## src/rtl/qau_pkg.sv

```systemverilog
// Package for the quaternion arithmetic unit: fixed-point format, operation
// codes, item and pipeline carry types. No dependencies.
`timescale 1ns / 1ps

package qau_pkg;

    localparam int FRAC_BITS = 16;
    localparam int NSQ_W     = 31;
    localparam int QUEUE_D   = 4;
    localparam int QPTR_W    = $clog2(QUEUE_D);
    localparam int QCNT_W    = $clog2(QUEUE_D + 1);

    typedef enum logic [2:0] {
        KIND_MUL     = 3'd0,
        KIND_MUL_VEC = 3'd1,
        KIND_ADD     = 3'd2,
        KIND_CONJ    = 3'd3,
        KIND_NORM    = 3'd4,
        KIND_NORM_SQ = 3'd5
    } kind_t;

    typedef enum logic [2:0] {
        OP_MUL,
        OP_ADD,
        OP_CONJ,
        OP_NORM,
        OP_NSQ,
        OP_NONE
    } op_t;

    typedef enum logic [1:0] {
        ST_OK   = 2'd0,
        ST_SAT  = 2'd1,
        ST_ZERO = 2'd2
    } status_t;

    typedef struct packed {
        op_t              op;
        logic [3:0][31:0] a;
        logic [3:0][31:0] b;
    } item_t;

    typedef struct packed {
        op_t              op;
        logic [3:0]       neg;
        logic [3:0][31:0] mag;
        logic [3:0][31:0] r;
        logic [NSQ_W-1:0] nsq;
        status_t          st;
        logic             zero;
    } carry_t;

endpackage

```

## src/rtl/qau_front.sv

```systemverilog
// Front end of the quaternion arithmetic unit: accepts input transfers,
// decodes the kind into an operation class and hands items to the queue.
// Depends on qau_pkg.
`timescale 1ns / 1ps

module qau_front (
    input  logic          aclk,
    input  logic          aresetn,
    input  logic          s_valid,
    output logic          s_ready,
    input  logic [2:0]    s_kind,
    input  logic [31:0]   s_a_w,
    input  logic [31:0]   s_a_x,
    input  logic [31:0]   s_a_y,
    input  logic [31:0]   s_a_z,
    input  logic [31:0]   s_b_w,
    input  logic [31:0]   s_b_x,
    input  logic [31:0]   s_b_y,
    input  logic [31:0]   s_b_z,
    output logic          q_push,
    output qau_pkg::item_t q_item,
    input  logic          q_ready
);
    import qau_pkg::*;

    logic  f_valid_reg, f_valid_next;
    item_t f_item_reg, f_item_next;
    logic  take;

    assign s_ready = !f_valid_reg || q_ready;
    assign take    = s_valid && s_ready;
    assign q_push  = f_valid_reg && q_ready;
    assign q_item  = f_item_reg;

    always_comb begin
        f_item_next.a = {s_a_z, s_a_y, s_a_x, s_a_w};
        f_item_next.b = {s_b_z, s_b_y, s_b_x, s_b_w};
        f_item_next.op = OP_NONE;
        unique case (s_kind)
            KIND_MUL: begin
                f_item_next.op = OP_MUL;
            end
            KIND_MUL_VEC: begin
                f_item_next.op   = OP_MUL;
                f_item_next.b[0] = '0;
            end
            KIND_ADD:     f_item_next.op = OP_ADD;
            KIND_CONJ:    f_item_next.op = OP_CONJ;
            KIND_NORM:    f_item_next.op = OP_NORM;
            KIND_NORM_SQ: f_item_next.op = OP_NSQ;
            default:      f_item_next.op = OP_NONE;
        endcase
    end

    assign f_valid_next = take || (f_valid_reg && !q_ready);

    always_ff @(posedge aclk) begin
        if (!aresetn) begin
            f_valid_reg <= 1'b0;
        end else begin
            f_valid_reg <= f_valid_next;
        end
    end

    always_ff @(posedge aclk) begin
        if (take) begin
            f_item_reg <= f_item_next;
        end
    end

endmodule

```

## config.mk

```make
export PLATFORM = sky130hd
export DESIGN_NAME = qau_front
export DESIGN_NICKNAME = d
export VERILOG_FILES = /design/src/rtl/qau_pkg.sv /design/src/rtl/qau_front.sv
export SDC_FILE = /design/constraint.sdc
export NUM_CORES = 1
export LEC_CHECK = 0
export BUFFER_PORTS_ARGS = -buffer_cell sky130_fd_sc_hd__buf_2
export CAP_MARGIN = 20
export CORE_AREA = 2 2 207 209
export CTS_CLUSTER_DIAMETER = 50
export DETAILED_ROUTE_END_ITERATION = 10
export DIE_AREA = 0 0 209 211
export MAX_ROUTING_LAYER = met4
export PLACE_DENSITY = 0.53
export SETUP_SLACK_MARGIN = 0.02
export SLEW_MARGIN = 0
export SYNTH_ARGS = -nofsm -noshare
export SYNTH_HDL_FRONTEND = slang
export SYNTH_SLANG_ARGS = --single-unit
```

## constraint.sdc

```tcl
create_clock -name aclk -period 19.2 [get_ports aclk]
set_input_delay 1.92 -clock aclk [delete_from_list [all_inputs] [get_ports aclk]]
set_output_delay 1.92 -clock aclk [all_outputs]
set_load 0.01 [all_outputs]
```

==> results of run 1 <==
==> metal layers <==
| layer | GRT usage (%) | vias to the layer above | part of all wire, % |
|---|---|---|---|
| met4 | 3.67 | 0 | 2.4 |
| met5 | - | - | 0 |
| met3 | 4.42 | 42 | 9.3 |
| met1 | 11.0 | 2385 | 37 |
| li1 | - | 2345 | - |
| met2 | 17.2 | 284 | 51 |
==> metrics by stage <==
step	hold WS, ns	setup WS [ns]	cells
final	0.543	14.96	1434
after global routing	0.597	14.76	1434
after CTS	0.555	14.89	1430
after detailed placement	0.544	14.31	1370
after global placement	0.519	14.40	1370
after floorplan	0.561	10.52	307
==> worst paths after layout <==
| path | cells after the start | endpoint | from | slack, ns |
|---|---|---|---|---|
| worst min-delay path | 2 | f_valid_reg | f_valid_reg | 0.54 |
| worst max-delay path | 3 | s_ready | q_ready | 14.96 |
| worst max register to register | 4 | q_item[138] | f_valid_reg | 16.19 |
| worst min register to register | 2 | f_valid_reg | f_valid_reg | 0.54 |
==> report_power, final <==
| group | internal (mW) | leakage (nW) | switching (mW) |
|---|---|---|---|
| Sequential | 0.666 | 2.52 | 0.00782 |
| Combinational | 0.0422 | 2.20 | 0.0562 |
| Clock | 0.364 | 0.519 | 0.239 |
==> final cells by class <==
class	instances	share of cell area, %
clock inverters	20	1.48
multi-input cells	42	2.27
diodes	4	0.0801
inverters	2	0.0601
well taps	539	5.39
clock buffers	40	7.16
flip-flops and latches	260	62.4
repair buffers	527	21.2
==> tightest hold or removal path: cells and delay by family (launching register included) <==
| family | cells | cell delay, ns |
|---|---|---|
| flip-flops | 1 | 0.31 |
| AND/OR/NAND/NOR | 1 | 0.09 |
| AO/OA/AOI/OAI | 1 | 0.09 |
==> synth_stat cells <==
cell type / number
nor2b_1: 32
o21ai_0: 1
a21boi_0: 1
nand3b_1: 1
maj3_1: 1
edfxtp_1: 259
nor3b_4: 1
o21a_1: 1
nand2b_1: 2
dfxtp_1: 1
inv_1: 2
and2_1: 2
buf_6: 3
==> kinds of logic (layout without fill, tap and decap cells) <==
kind of cell | count (synthesis) | after routing | synth area share (%)
and+or+nand+nor | 38 | 38 | 3.10
DFF | 260 | 260 | 96.0
AOI/OAI and AO/OA | 3 | 3 | 0.247
adders and majority gates | 1 | 1 | 0.123
buffers and inverters | 5 | 589 | 0.508
other | 0 | 4 | 0
==> flow_metrics.py, run 1 <==
metrics = {
    "cells_and_area": {
        "final_cell_mix": "buf_2, edfxtp_1, clkbuf_16, nor2b_1, clkbuf_1",
        "multi_input_area_um2": 284,
        "post-route-cell-area_um2": 12500,
        "drive_gt1_share_pct": 65.2,
        "final_util_pct": 29.9,
        "syn_to_final_growth_pct": 53.9,
        "largest_register_ffs": 259,
        "regArea_um2": 7800,
        "layout.nets": 1130,
        "final_common_cell": "buf_2",
        "fill_cells": 4236,
    },
    "cts": {
        "cts_max_level": 2,
        "cts_resized": 0,
        "cts_buffers": 34,
        "clk_pin_slew_ns": 0.05,
        "clock_sinks": 260,
        "post-cts-setup-buffers": 0,
        "root_buffer": "clkbuf_16",
        "clk_path_buf_depth": 3,
        "clk_latency_ns": 0.52,
        "cts_hold_buf": 0,
        "cts_tree": "yes",
    },
    "sta": {
        "fin_skew_ns": 0.0170,
        "worstMarginPinSlew_ns": 1.04,
        "finalSetupViolCount": 0,
        "max_clock_freq_mhz": 236,
        "setup_tns_ns": 0,
        "slew_viol_final": 0,
        "finalCritPeriodShare_pct": 22.1,
        "rsz0062_at_grt": "false",
        "finalHoldViolations": 0,
        "maxSlewHeadroom_pct": 30.8,
        "fin_crit_ns": 4.24,
    },
    "worst_setup_path": {
        "critical_path_buf_inv_count": 2,
        "worstPathArrival_ns": 2.32,
        "cp-end-kind": "primary output",
        "cp_max_fo": 3,
        "cp-start-kind": "primary input",
        "max_stage_delay_ns": 0.15,
        "path_delay_family": "buffers and inverters",
        "critPathMostFrequentCell": "buf_2",
        "critPathKind": "in2out",
        "path_cells": "buf_2 > nand2b_1 > buf_2",
        "worst-endpoint-required_ns": 17.28,
        "crit_slowest_cell": "nand2b_1",
    },
    "logic_synthesis": {
        "yosysTopAreaCell": "edfxtp_1",
        "syn-mean-instance-area_um2": 26.5,
        "synthCells": 307,
        "synth_top_area_share_pct": 95.8,
        "ys_seq_area_share_pct": 96.0,
        "yosysWarnings": 0,
        "netlist_area_um2": 8120,
        "ys_types": 13,
        "ys_seq_elements": 260,
        "synth_nets": 570,
        "synth.area.top_cells": "edfxtp_1, nor2b_1, buf_6, dfxtp_1, nor3b_4",
    },
    "global_route": {
        "antenna_found_initial": 5,
        "grt_max_degree": 82,
        "grt_pass1_vias": 5104,
        "grt_usage_pct": 10.3,
        "grt_pass1_wl_um": 32200,
        "grt_overflow": 0,
    },
    "route": {
        "wl_per_cell_um": 16.5,
        "first_iter_violations": 221,
        "dr.pass1.iters": 4,
        "viasPerCell": 3.53,
        "ant_nets": 0,
        "wirelength_um": 23600,
        "drc": 0,
        "vias": 5056,
    },
    "min_path": {
        "hold_path.class": "reg2reg",
    },
    "place": {
        "place_congestion": 0.757,
        "dp_hpwl_um": 18200,
        "placed_cell_area_um2": 11400,
        "port_buffers": 523,
    },
    "floorplan": {
        "die_area_um2": 44100,
        "core-area_um2": 41800,
        "core.rowCount": 75,
        "die_w_um": 209,
        "io_pins": 524,
        "start_util_pct": 19.4,
        "die_h_um": 211,
    },
    "run": {
        "maxCapViolations": 0,
    },
    "power": {
        "finalPower_mw": 1.38,
        "power_leakage_nw": 5.24,
        "ir_worst_vdd_mv": 0.0743,
        "powerDensity_nw_per_um2": 110,
    },
    "outcome": {
        "outcome": "completed",
    },
}
Note: power is estimated with default switching activity, not from simulation.
==> run 2: changes to the inputs <==
--- a/config.mk
+++ b/config.mk
@@ -7,12 +7,12 @@
 export LEC_CHECK = 0
 export BUFFER_PORTS_ARGS = -buffer_cell sky130_fd_sc_hd__buf_2
 export CAP_MARGIN = 20
-export CORE_AREA = 2 2 207 209
+export CORE_AREA = 2 2 202 204
 export CTS_CLUSTER_DIAMETER = 50
 export DETAILED_ROUTE_END_ITERATION = 10
-export DIE_AREA = 0 0 209 211
+export DIE_AREA = 0 0 204 206
 export MAX_ROUTING_LAYER = met4
-export PLACE_DENSITY = 0.53
+export PLACE_DENSITY = 0.55
 export SETUP_SLACK_MARGIN = 0.02
 export SLEW_MARGIN = 0
 export SYNTH_ARGS = -nofsm -noshare
==> constraint.sdc (replaced) <==
create_clock -name aclk -period 3.9 [get_ports aclk]
set_input_delay 0.39 -clock aclk [delete_from_list [all_inputs] [get_ports aclk]]
set_output_delay 0.39 -clock aclk [all_outputs]
set_load 0.01 [all_outputs]
==> flow_metrics.py, run 2 (synthesis results as in run 1) <==
metrics = {
    "outcome": {
        "outcome": "completed",
    },
    "cts": {
        "cts_resized": 0,
        "clk_path_buf_depth": 3,
        "cts_max_level": 1,
        "clk_latency_ns": 0.55,
        "clk_pin_slew_ns": 0.06,
        "cts_buffers": 29,
        "post-cts-setup-buffers": 0,
        "clock_sinks": 260,
        "cts_tree": "yes",
        "root_buffer": "clkbuf_16",
        "cts_hold_buf": 184,
    },
    "worst_setup_path": {
        "worst-endpoint-required_ns": 4.12,
        "critical_path_buf_inv_count": 1,
        "crit_slowest_cell": "and2_4",
        "max_stage_delay_ns": 0.71,
        "cp-start-kind": "flop",
        "path_cells": "nand2b_1 > and2_4 > buf_12",
        "cp_max_fo": 49,
        "critPathKind": "reg2reg",
        "worstPathArrival_ns": 2.02,
        "path_delay_family": "simple AND/OR/NAND/NOR gates",
        "cp-end-kind": "flop",
    },
    "global_route": {
        "antenna_found_initial": 4,
        "grt_max_degree": 50,
        "grt_overflow": 0,
        "grt_pass1_vias": 6048,
        "grt_usage_pct": 11.2,
        "grt_pass1_wl_um": 34300,
    },
    "cells_and_area": {
        "largest_register_ffs": 259,
        "layout.cells.non_filler": 1609,
        "final_common_cell": "buf_2",
        "final_cell_mix": "buf_2, edfxtp_1, dlygate4sd3_1, nor2b_1, clkbuf_16",
        "layout.nets": 1316,
        "drive_gt1_share_pct": 53.7,
        "fill_cells": 3839,
        "syn_to_final_growth_pct": 76.6,
    },
    "route": {
        "wirelength_um": 25300,
        "drc": 0,
        "first_iter_violations": 223,
        "vias": 5830,
        "dr.pass1.iters": 4,
        "wl_per_cell_um": 15.8,
        "ant_nets": 0,
        "viasPerCell": 3.62,
    },
    "floorplan": {
        "die_area_um2": 42000,
        "core.rowCount": 74,
        "core-area_um2": 40200,
        "die_h_um": 206,
        "start_util_pct": 20.2,
        "io_pins": 524,
        "die_w_um": 204,
    },
    "sta": {
        "worstMarginPinSlew_ns": 0.844,
        "fin_crit_ns": 1.80,
        "slew_viol_final": 0,
        "finalSetupViolCount": 0,
        "setup_tns_ns": 0,
        "max_clock_freq_mhz": 556,
        "rsz0062_at_grt": "false",
        "finalCritPeriodShare_pct": 46.1,
        "fin_skew_ns": 0.0103,
        "finalHoldViolations": 0,
        "hold-worst-slack_ns": 0.0300,
        "maxSlewHeadroom_pct": 43.8,
    },
    "power": {
        "power_leakage_nw": 6.02,
        "ir_worst_vdd_mv": 0.327,
        "powerDensity_nw_per_um2": 470,
    },
    "place": {
        "post-place-cells": 1370,
        "port_buffers": 523,
        "dp_hpwl_um": 18300,
        "place_congestion": 0.825,
    },
    "run": {
        "maxCapViolations": 0,
    },
    "min_path": {
        "hold_path.class": "in2reg",
    },
}
## run 2: cell types whose count changed in the layout (fill, tap and decap cells not counted), sizes merged
| cell | previous run | this run |
|---|---|---|
| clkbuf | 40 | 34 |
| dlygate4sd3 | 0 | 184 |
| bufinv | 2 | 5 |
| clkinvlp | 4 | 0 |
| diode | 4 | 2 |
| buf | 527 | 534 |
## run 2: cell type report
class                   instances  area [um2]  share of cell area (%)
well taps                     532         666                    4.64
clock inverters                19         234                    1.63
diodes                          2        5.00                  0.0349
repair buffers                718        4600                    32.1
multi-input cells              42         284                    1.98
flip-flops and latches        260        7800                    54.4
inverters                       2        7.51                  0.0523
clock buffers                  34         744                    5.19
## run 2: per-layer routing
| layer | up-vias | GRT usage (%) | routed length [um] |
|---|---|---|---|
| met5 | - | - | 0 |
| met4 | 0 | 3.78 | 580 |
| met3 | 43 | 2.18 | 1560 |
| met2 | 284 | 19.5 | 13200 |
| met1 | 2794 | 12.9 | 10000 |
| li1 | 2709 | - | - |
## run 2: where the power goes
part | internal, mW | switching (mW) | total [mW] | leakage, nW
sequential | 3.28 | 0.0456 | 3.32 | 2.52
combinational | 0.343 | 0.313 | 0.656 | 3.03
clock | 1.70 | 1.07 | 2.77 | 0.476
total | 5.32 | 1.42 | 6.74 | 6.02
## run 2: worst paths after layout
kind / cells past startpoint / startpoint / slack (ns) / endpoint
max: 3 / f_valid_reg / 2.10 / q_item[159]
min: 1 / s_b_x[19] / 0.03 / q_item[51]
max reg2reg: 3 / f_valid_reg / 2.10 / q_item[159]
min reg2reg: 2 / f_valid_reg / 0.54 / f_valid_reg
## run 2: through the flow
stage | worst slack (ns) | area, um2 | utilization [%] | power (mW)
after floorplan | 1.04 | 8120 | - | 3.55
after global placement | 1.87 | 11500 | 28.7 | 3.88
after detailed placement | 1.86 | 11500 | 28.7 | 3.90
after CTS | 2.07 | 14300 | 35.7 | 6.83
after global routing | 1.95 | 14300 | 35.7 | 6.99
final | 2.10 | 14300 | 35.7 | 6.74
