<file path="config.mk">
export PLATFORM = sky130hd
export DESIGN_NAME = qau_queue
export DESIGN_NICKNAME = d
export VERILOG_FILES = /design/src/rtl/qau_pkg.sv /design/src/rtl/qau_queue.sv
export SDC_FILE = /design/constraint.sdc
export NUM_CORES = 1
export LEC_CHECK = 0
export BUFFER_PORTS_ARGS = -buffer_cell sky130_fd_sc_hd__buf_2
export CORE_AREA = 2 2 359 361
export CTS_CLUSTER_DIAMETER = 60
export DETAILED_ROUTE_END_ITERATION = 7
export DIE_AREA = 0 0 361 363
export GPL_ROUTABILITY_DRIVEN = 1
export PLACE_DENSITY = 0.57
export RECOVER_POWER = 100
export SYNTH_ARGS = -nofsm -noshare
export SYNTH_HDL_FRONTEND = slang
export SYNTH_SLANG_ARGS = --single-unit
export TNS_END_PERCENT = 50
</file>
<file path="constraint.sdc">
create_clock -name aclk -period 19 [get_ports aclk]
set_input_delay 0 -clock aclk [delete_from_list [all_inputs] [get_ports aclk]]
set_output_delay 0 -clock aclk [all_outputs]
set_load 0.01 [all_outputs]
</file>
<file path="src/rtl/qau_pkg.sv">
// Package for the quaternion arithmetic unit: fixed-point format, operation
// codes, item and pipeline carry types. No dependencies.
`timescale 1ns / 1ps

package qau_pkg;

    localparam int FRAC_BITS = 16;
    localparam int NSQ_W     = 31;
    localparam int QUEUE_D   = 4;
    localparam int QPTR_W    = $clog2(QUEUE_D);
    localparam int QCNT_W    = $clog2(QUEUE_D + 1);

    typedef enum logic [2:0] {
        KIND_MUL     = 3'd0,
        KIND_MUL_VEC = 3'd1,
        KIND_ADD     = 3'd2,
        KIND_CONJ    = 3'd3,
        KIND_NORM    = 3'd4,
        KIND_NORM_SQ = 3'd5
    } kind_t;

    typedef enum logic [2:0] {
        OP_MUL,
        OP_ADD,
        OP_CONJ,
        OP_NORM,
        OP_NSQ,
        OP_NONE
    } op_t;

    typedef enum logic [1:0] {
        ST_OK   = 2'd0,
        ST_SAT  = 2'd1,
        ST_ZERO = 2'd2
    } status_t;

    typedef struct packed {
        op_t              op;
        logic [3:0][31:0] a;
        logic [3:0][31:0] b;
    } item_t;

    typedef struct packed {
        op_t              op;
        logic [3:0]       neg;
        logic [3:0][31:0] mag;
        logic [3:0][31:0] r;
        logic [NSQ_W-1:0] nsq;
        status_t          st;
        logic             zero;
    } carry_t;

endpackage

</file>
<file path="src/rtl/qau_queue.sv">
// Short queue between the front end and the arithmetic back end.
// Depends on qau_pkg.
`timescale 1ns / 1ps

module qau_queue (
    input  logic           aclk,
    input  logic           aresetn,
    input  logic           push,
    input  qau_pkg::item_t push_item,
    output logic           push_ready,
    input  logic           pop,
    output logic           pop_valid,
    output qau_pkg::item_t pop_item
);
    import qau_pkg::*;

    item_t             mem_reg [QUEUE_D];
    logic [QPTR_W-1:0] wr_ptr_reg, wr_ptr_next;
    logic [QPTR_W-1:0] rd_ptr_reg, rd_ptr_next;
    logic [QCNT_W-1:0] count_reg, count_next;

    assign push_ready = count_reg != QCNT_W'(QUEUE_D);
    assign pop_valid  = count_reg != '0;
    assign pop_item   = mem_reg[rd_ptr_reg];

    always_comb begin
        wr_ptr_next = push ? wr_ptr_reg + 1'b1 : wr_ptr_reg;
        rd_ptr_next = pop  ? rd_ptr_reg + 1'b1 : rd_ptr_reg;
        count_next  = count_reg + QCNT_W'(push) - QCNT_W'(pop);
    end

    always_ff @(posedge aclk) begin
        if (!aresetn) begin
            wr_ptr_reg <= '0;
            rd_ptr_reg <= '0;
            count_reg  <= '0;
        end else begin
            wr_ptr_reg <= wr_ptr_next;
            rd_ptr_reg <= rd_ptr_next;
            count_reg  <= count_next;
        end
    end

    always_ff @(posedge aclk) begin
        if (push) begin
            mem_reg[wr_ptr_reg] <= push_item;
        end
    end

endmodule

</file>
==> results.json, run 1 <==
{
  "viasPerCell": 4.41,
  "nets": 2732,
  "relSlewSlack_pct": -186,
  "ant_nets": 0,
  "cp-start-kind": "register",
  "placementRows": 131,
  "routed_wl_um": 82400,
  "dieArea_sq_um": 131000,
  "grt_max_degree": 96,
  "dp_hpwl_um": 48800,
  "maxSlewViolCount": 1283,
  "wl_per_cell_um": 19.5,
  "worst_r2r_endpoint": "mem_reg[2][152]",
  "seq_power_share_pct": 51.0,
  "rr_worst_depth": 5,
  "hp-start": "push_item[245]",
  "switching_power_uw": 1200,
  "grt_pass1_vias": 20470,
  "violations": "capacitance limit, slew limit",
  "hp-class": "in2reg",
  "swShare_pct": 22.6,
  "cts-buffers-inserted": 111,
  "clock_sinks": 1045,
  "synth_simple_gate_area_share_pct": 0.198,
  "largest_reg_flops": 1036,
  "crit_arrival_ns": 9.76,
  "syn_area_sq_um": 37800,
  "end_kind": "register",
  "area_delta_synth_final_pct": 32.1,
  "cts_root_buf": "clkbuf_16",
  "endpoint": "mem_reg[2][152]",
  "fp.dieW_um": 361,
  "drc": 0,
  "cp_max_fo": 62,
  "synthArstFlopShare_pct": 0,
  "gp_congestion": 0.721,
  "synthAdderAreaFrac_pct": 0.251,
  "io_pins": 524,
  "drtIter0Drc": 1444,
  "power.leakage_uw": 0.0160,
  "clk_pin_slew_ns": 0.05,
  "grt_pass1_wl_um": 124000,
  "yosys_warnings": 0,
  "internal-power_uw": 4090,
  "synth_edf_count": 1036,
  "clock.fmax_mhz": 105,
  "coreArea_sq_um": 127000,
  "avgSynthCellArea_sq_um": 27.1,
  "final_area_sq_um": 50000,
  "yosysUniqueCellTypes": 19,
  "gr-total-overflow": 0,
  "synth-xor-area-share_pct": 0.106,
  "hold_violations": 0,
  "cap_violations": 24,
  "initial_core_util_pct": 29.8,
  "synthFlopType": "edfxtp_1",
  "synth_top_family_by_area": "multiplexers",
  "clock_latency_ns": 0.72,
  "place_area_sq_um": 42300,
  "dr.max_layer_used": "met5",
  "synth_nets": 1666,
  "clockBufferDepth": 3,
  "combPwrFrac_pct": 10.1,
  "cts_tree": "built",
  "first_pass_iters": 5,
  "cts_setup_buffers": 0,
  "htree_num_levels": 3,
  "outcome": "finished with violations",
  "setup_tns_ns": 0,
  "clockPowerShare_pct": 39.0,
  "tightest_slew_ns": 4.30,
  "power.density_nw_per_um2": 106,
  "finClkSkew_ns": 0.0199,
  "antenna_found_initial": 9,
  "ys_seq_area_share_pct": 82.7,
  "synth_mux_area_share_pct": 15.4,
  "io_buffers": 523,
  "wl_met2_um": 42400,
  "syn_inst": 1396,
  "rsz0062_at_grt": "no",
  "die_h_um": 363,
  "gr-usage-all-layers_pct": 12.4,
  "post-route-min-period_ns": 9.54,
  "ctsResizeCount": 0,
  "wl_met3_um": 6140,
  "synth_seq_cells": 1045,
  "crit_path_start": "wr_ptr_reg[0]",
  "peakVddDrop_mv": 0.0776,
  "cts-hold-fix-buffers": 464,
  "wl_met1_um": 32400,
  "crit_type": "reg2reg",
  "min_period_over_period_pct": 50.2,
  "synth-compound-area-share_pct": 0.0397,
  "dr_total_vias": 18639,
  "setup_violations": 0,
  "critPathRequiredTime_ns": 19.22,
  "reg2reg_from": "wr_ptr_reg[0]",
  "rrSetupSlack_ns": 9.46,
  "drive_gt1_share_pct": 24.0
}
[worst min-delay path by stage]
stage                      endpoint  slack [ns]  cells after the start
detailed placement    mem_reg[3][2]        0.22                      1
CTS                 mem_reg[2][110]      0.0002                      2
global route         mem_reg[3][46]        0.07                      2
global placement    mem_reg[3][182]        0.21                      1
finish              mem_reg[2][245]        0.13                      2
floorplan             mem_reg[0][0]         0.1                      0
[synthesized netlist by cell type (2+ instances only)]
cell / number / area, sq um
inv_1: 6 / 22.5
clkbuf_1: 6 / 22.5
buf_6: 25 / 282
mux4_2: 259 / 5830
xnor2_1: 2 / 17.5
nor2_1: 7 / 26.3
ha_1: 6 / 75.1
and2_1: 5 / 31.3
buf_2: 27 / 135
dfxtp_1: 9 / 180
edfxtp_1: 1036 / 31100
[final cells by class]
class,instances,area (sq um)
Antenna cell,8,20.0
Multi-Input combinational cell,287,6070
Inverter,6,22.5
Clock inverter,77,634
Clock buffer,131,2890
Sequential cell,1045,31300
Fill cell,11405,77100
Tap cell,1662,2080
Timing Repair Buffer,1011,6960
[layout by cell type, fill, tap and decap left out, drive strengths merged]
master / instances
clkinvlp: 7
edfxtp: 1036
mux4: 259
or3: 1
clkbuf: 489
fa: 1
ha: 6
and2: 5
clkinv: 54
xnor3: 1
a21oi: 1
dfxtp: 9
dlygate4sd3: 464
nor2: 7
diode: 8
nand3b: 1
a21bo: 1
xnor2: 2
buf: 189
inv: 16
mux2i: 1
nand2: 1
bufinv: 6
[layer usage]
layer	GRT usage [%]	vias to the layer above
met2	21.3	548
met1	15.0	9722
met5	0	-
met4	3.82	2
met3	3.94	118
li1	-	8249
[worst max-delay path, cell delays in order (launching register included)]
cell and delay (ns):
dfxtp_1 0.35, inv_1 0.10, ha_1 0.14, and2_0 2.55, clkbuf_1 2.81, clkbuf_1 2.90
[power groups by stage]
stage,clock (uW),sequential (uW),combinational (uW)
floorplan,0,2740,280
global placement,0,2730,471
detailed placement,0,2730,478
CTS,2120,2680,561
global route,2210,2700,575
finish,2060,2690,532
[metrics by stage]
stage	utilization [%]	power [uW]	instances	hold WS, ns	setup slack (ns)
floorplan	-	3020	1396	0.0989	11.94
global placement	33.3	3200	3547	0.207	15.37
detailed placement	33.3	3210	3547	0.215	15.37
CTS	39.7	5360	4219	0.000183	14.54
global route	39.3	5490	4226	0.0717	8.40
finish	39.3	5290	4227	0.130	9.46
[kinds of logic after synthesis]
kind of cell / Yosys count
DFF: 1045
muxes: 260
buffers and inverters: 64
and+or+nand+nor: 15
adders and majority gates: 7
xor gates and xnor gates: 3
AOI/OAI and AO/OA: 2
Note: power is estimated with default switching activity, not from simulation.
==> inputs of run 2 (changes only) <==
--- a/config.mk
+++ b/config.mk
@@ -11,7 +11,7 @@
 export DETAILED_ROUTE_END_ITERATION = 7
 export DIE_AREA = 0 0 361 363
 export GPL_ROUTABILITY_DRIVEN = 1
-export PLACE_DENSITY = 0.57
+export PLACE_DENSITY = 0.59
 export RECOVER_POWER = 100
 export SYNTH_ARGS = -nofsm -noshare
 export SYNTH_HDL_FRONTEND = slang
==> constraint.sdc (replaced) <==
create_clock -name aclk -period 8.7 [get_ports aclk]
set_input_delay 0 -clock aclk [delete_from_list [all_inputs] [get_ports aclk]]
set_output_delay 0 -clock aclk [all_outputs]
set_load 0.01 [all_outputs]
==> results.json, run 2 (synthesized netlist as in run 1, its figures left out) <==
{
  "outcome": "finished with violations",
  "violations": "capacitance limit, slew limit",
  "dieArea_sq_um": 131000,
  "power.density_nw_per_um2": 232,
  "antenna_found_initial": 10,
  "cts_tree": "built",
  "power.leakage_uw": 0.0158,
  "seq_power_share_pct": 51.1,
  "clock_sinks": 1045,
  "io_buffers": 523,
  "cts_setup_buffers": 0,
  "top_usage_layer": "met2",
  "gr-usage-all-layers_pct": 12.3,
  "first_pass_iters": 5,
  "nets": 2687,
  "crit_arrival_ns": 6.25,
  "hold_violations": 0,
  "largest_reg_flops": 1036,
  "mostFrequentLayoutCell": "edfxtp_1",
  "gr-usage-met2_pct": 21.0,
  "routed_wl_um": 82200,
  "grt_max_degree": 138,
  "swShare_pct": 22.1,
  "dp_hpwl_um": 48400,
  "min_period_over_period_pct": 68.0,
  "clockPowerShare_pct": 39.0,
  "coreArea_sq_um": 127000,
  "io_pins": 524,
  "placementRows": 131,
  "fp.dieW_um": 361,
  "grt_pass1_vias": 20174,
  "post-route-min-period_ns": 5.92,
  "cts-hold-fix-buffers": 429,
  "cp-start-kind": "register",
  "dp.cells": 3540,
  "finClkSkew_ns": 0.0173,
  "most-common-layout-cells": "1036 x edfxtp_1, 429 x dlygate4sd3_1, 393 x clkbuf_1",
  "drive_gt1_share_pct": 23.5,
  "critPathRequiredTime_ns": 9.03,
  "drc": 0,
  "dr_total_vias": 18711,
  "cts-buffers-inserted": 108,
  "viasPerCell": 4.48,
  "relSlewSlack_pct": -192,
  "switching_power_uw": 2550,
  "grt_pass1_wl_um": 123000,
  "rsz0062_at_grt": "no",
  "setup_tns_ns": 0,
  "htree_num_levels": 3,
  "die_h_um": 363,
  "combPwrFrac_pct": 9.9,
  "multi_input_area_sq_um": 6070,
  "drtIter0Drc": 1384,
  "hold_ws_ns": 0.126,
  "cts_root_buf": "clkbuf_16",
  "initial_core_util_pct": 29.8,
  "clockBufferDepth": 3,
  "fillCellCount": 11384,
  "gp_congestion": 0.758,
  "gr-total-overflow": 0,
  "setup_violations": 0,
  "area_delta_synth_final_pct": 31.0,
  "wl_per_cell_um": 19.7,
  "instances_no_fill": 4174,
  "grt_use_met3_pct": 4.09,
  "clk_pin_slew_ns": 0.06,
  "hp-class": "in2reg",
  "gr-usage-met1_pct": 14.7,
  "layout.area.seq_sq_um": 31300,
  "clock_latency_ns": 0.69,
  "cap_violations": 8,
  "clock.fmax_mhz": 169,
  "ctsResizeCount": 0,
  "tightest_slew_ns": 4.38,
  "ant_nets": 0,
  "peakVddDrop_mv": 0.204,
  "cp_max_fo": 56,
  "internal-power_uw": 8970,
  "maxSlewViolCount": 703,
  "crit_type": "reg2reg",
  "end_kind": "register"
}
==> run 2: final timing paths <==
kind                               startpoint              end  slack, ns  cells past startpoint
worst min-delay path            push_item[50]   mem_reg[0][50]       0.13                      2
worst max register to register  wr_ptr_reg[0]  mem_reg[1][133]       2.78                      4
worst max-delay path            wr_ptr_reg[0]  mem_reg[1][133]       2.78                      4
worst min register to register  rd_ptr_reg[1]         register       0.53                      2
==> run 2: layout make-up <==
cell class,instances,area share (%)
clock buffers,132,5.68
multi-input cells,287,12.2
diodes,7,0.0353
well taps,1662,4.20
flip-flops and latches,1045,63.1
clock inverters,66,1.32
inverters,6,0.0454
repair buffers,969,13.3
==> run 2: stage by stage <==
step	cell area, sq um	utilization (%)	power, uW	setup WS (ns)
2_1_floorplan	37800	-	6600	1.64
3_3_place_gp	42300	33.3	6980	5.51
3_5_place_dp	42300	33.3	7020	5.46
4_1_cts	50100	39.4	11700	4.64
5_1_grt	49600	39.0	11900	2.36
6_report	49600	39.0	11500	2.78
==> run 2: power by group through the flow <==
stage               Combinational [uW]  Sequential [uW]  Clock, uW
global route                      1220             5900       4810
global placement                  1030             5950          0
detailed placement                1050             5970          0
finish                            1140             5880       4490
floorplan                          612             5990          0
CTS                               1210             5860       4630
==> run 2: critical path: stages (launching register included) <==
cell and delay, ns:
dfxtp_1 0.40, ha_1 0.17, and2_0 1.07, clkbuf_1 2.77
buf_4 0.98
==> run 2: layer usage <==
layer  wire [um]  vias to the layer above
li1            -                     8155
met1       31600                     9761
met2       42100                      628
met3        6230                      157
met4        2290                       10
met5          70                        -
==> inputs of run 3 (changes only) <==
--- a/config.mk
+++ b/config.mk
@@ -11,7 +11,7 @@
 export DETAILED_ROUTE_END_ITERATION = 7
 export DIE_AREA = 0 0 361 363
 export GPL_ROUTABILITY_DRIVEN = 1
-export PLACE_DENSITY = 0.59
+export PLACE_DENSITY = 0.57
 export RECOVER_POWER = 100
 export SYNTH_ARGS = -nofsm -noshare
 export SYNTH_HDL_FRONTEND = slang
==> constraint.sdc (replaced) <==
create_clock -name aclk -period 6 [get_ports aclk]
set_input_delay 0 -clock aclk [delete_from_list [all_inputs] [get_ports aclk]]
set_output_delay 0 -clock aclk [all_outputs]
set_load 0.01 [all_outputs]
==> results.json, run 3 (synthesized netlist as in run 1, its figures left out) <==
{
  "outcome": "finished with violations",
  "violations": "capacitance limit, slew limit",
  "rrSetupSlack_ns": 2.11,
  "cts_root_buf": "clkbuf_16",
  "cts-buffers-inserted": 114,
  "multi_input_area_sq_um": 6070,
  "die_h_um": 363,
  "peakVddDrop_mv": 0.251,
  "ant_nets": 0,
  "final_area_sq_um": 50100,
  "io_pins": 524,
  "worst_r2r_endpoint": "mem_reg[1][199]",
  "cts_setup_buffers": 0,
  "io_buffers": 523,
  "grt_max_degree": 129,
  "cts_tree": "built",
  "grt_pass1_wl_um": 123000,
  "layout.area.seq_sq_um": 31300,
  "drc": 0,
  "clock.fmax_mhz": 241,
  "clockBufferDepth": 3,
  "htree_num_levels": 3,
  "holdPathStages": 2,
  "initial_core_util_pct": 29.8,
  "post-place-ws_ns": 3.44,
  "final_core_util_pct": 39.4,
  "cpMaxStageDelayCell": "clkbuf_4",
  "routed_wl_um": 82000,
  "setup_tns_ns": 0,
  "rr_worst_depth": 4,
  "place_area_sq_um": 42400,
  "antenna_found_initial": 5,
  "critPathRequiredTime_ns": 6.00,
  "relSlewSlack_pct": -81.5,
  "cp-start-kind": "register",
  "gr-total-overflow": 0,
  "coreArea_sq_um": 127000,
  "area_delta_synth_final_pct": 32.5,
  "most-common-layout-cells": "1036 x edfxtp_1, 443 x dlygate4sd3_1, 375 x clkbuf_1",
  "gp_congestion": 0.724,
  "setup_ws_ns": 1.84,
  "gr-usage-all-layers_pct": 12.3,
  "wl_per_cell_um": 19.5,
  "fp.dieW_um": 361,
  "tightest_slew_ns": 2.72,
  "end_kind": "primary output",
  "drive_gt1_share_pct": 24.4,
  "power.leakage_uw": 0.0160,
  "grt_pass1_vias": 20095,
  "drtIter0Drc": 1385,
  "nets": 2707,
  "min_period_over_period_pct": 69.3,
  "crit_chain": "clkbuf_4 > mux4_2 > clkbuf_1",
  "dp_hpwl_um": 48200,
  "mostFrequentLayoutCell": "edfxtp_1",
  "placementRows": 131,
  "hp-start": "push_item[182]",
  "crit_type": "reg2out",
  "largest_reg_flops": 1036,
  "cap_violations": 5,
  "crit_arrival_ns": 4.16,
  "fillCellCount": 11349,
  "cp_max_fo": 83,
  "maxSlewViolCount": 189,
  "clock_latency_ns": 0.71,
  "power.density_nw_per_um2": 340,
  "clock_sinks": 1045,
  "hold_path_end": "mem_reg[0][182]",
  "first_pass_iters": 7,
  "slowest_delay_ns": 1.49,
  "hp-class": "in2reg",
  "dr_total_vias": 18519,
  "reg2reg_from": "wr_ptr_reg[1]",
  "clk_pin_slew_ns": 0.06,
  "dieArea_sq_um": 131000,
  "viasPerCell": 4.41,
  "rsz0062_at_grt": "no",
  "setup_violations": 0,
  "post-route-min-period_ns": 4.16,
  "finClkSkew_ns": 0.0177,
  "hold_violations": 0
}
run 3: what timing repair did:
item / 4_1_cts / 5_1_grt
resized for setup: 0 / 0
hold buffers: 443 / 0
hold endpoints to repair: 1146 / 0
run 3: critical path: cells and delay by family, from the launching register on:
kind,cells,cell delay [ns]
multiplexers,1,0.66
flip-flops,1,0.85
buffers and inverters,2,1.68
run 3: where the power goes:
group,switching (uW),total [uW],internal [uW],leakage [uW]
combinational,894,1670,777,0.00461
sequential,90.9,8500,8410,0.00959
clock,2810,6860,4040,0.00182
total,3800,17000,13200,0.0160
run 3: stage by stage:
step                      power, uW  hold WS, ns  cells
after global placement        10100        0.208   3540
after floorplan                9550       0.0989   1396
after CTS                     17300     0.000202   4197
after detailed placement      10200        0.217   3540
after global routing          17700       0.0809   4200
final                         17000        0.116   4200
run 3: metal layers:
| metal | track usage [%] | wire (um) | vias up |
|---|---|---|---|
| li1 | - | - | 8209 |
| met1 | 14.7 | 32500 | 9689 |
| met2 | 20.9 | 41600 | 507 |
| met3 | 3.95 | 6040 | 110 |
| met4 | 4.16 | 1810 | 4 |
| met5 | 0 | 30 | - |
run 3: cell type report:
| class | count | area share (%) |
|---|---|---|
| flip-flops and latches | 1045 | 62.5 |
| repair buffers | 983 | 13.7 |
| multi-input cells | 287 | 12.1 |
| clock buffers | 141 | 5.98 |
| well taps | 1662 | 4.15 |
| clock inverters | 73 | 1.51 |
| inverters | 6 | 0.0450 |
| diodes | 3 | 0.0150 |
run 3: worst max path at each step:
stage                             start             to  slack, ns  cells after the start
after floorplan           wr_ptr_reg[0]  mem_reg[1][0]      -1.04                      2
after global placement         register  pop_item[169]       3.43                      3
after detailed placement       register  pop_item[257]       3.44                      3
after CTS                      register  pop_item[257]       2.62                      3
after global routing           register  pop_item[143]       1.37                      3
final                          register  pop_item[143]       1.84                      3
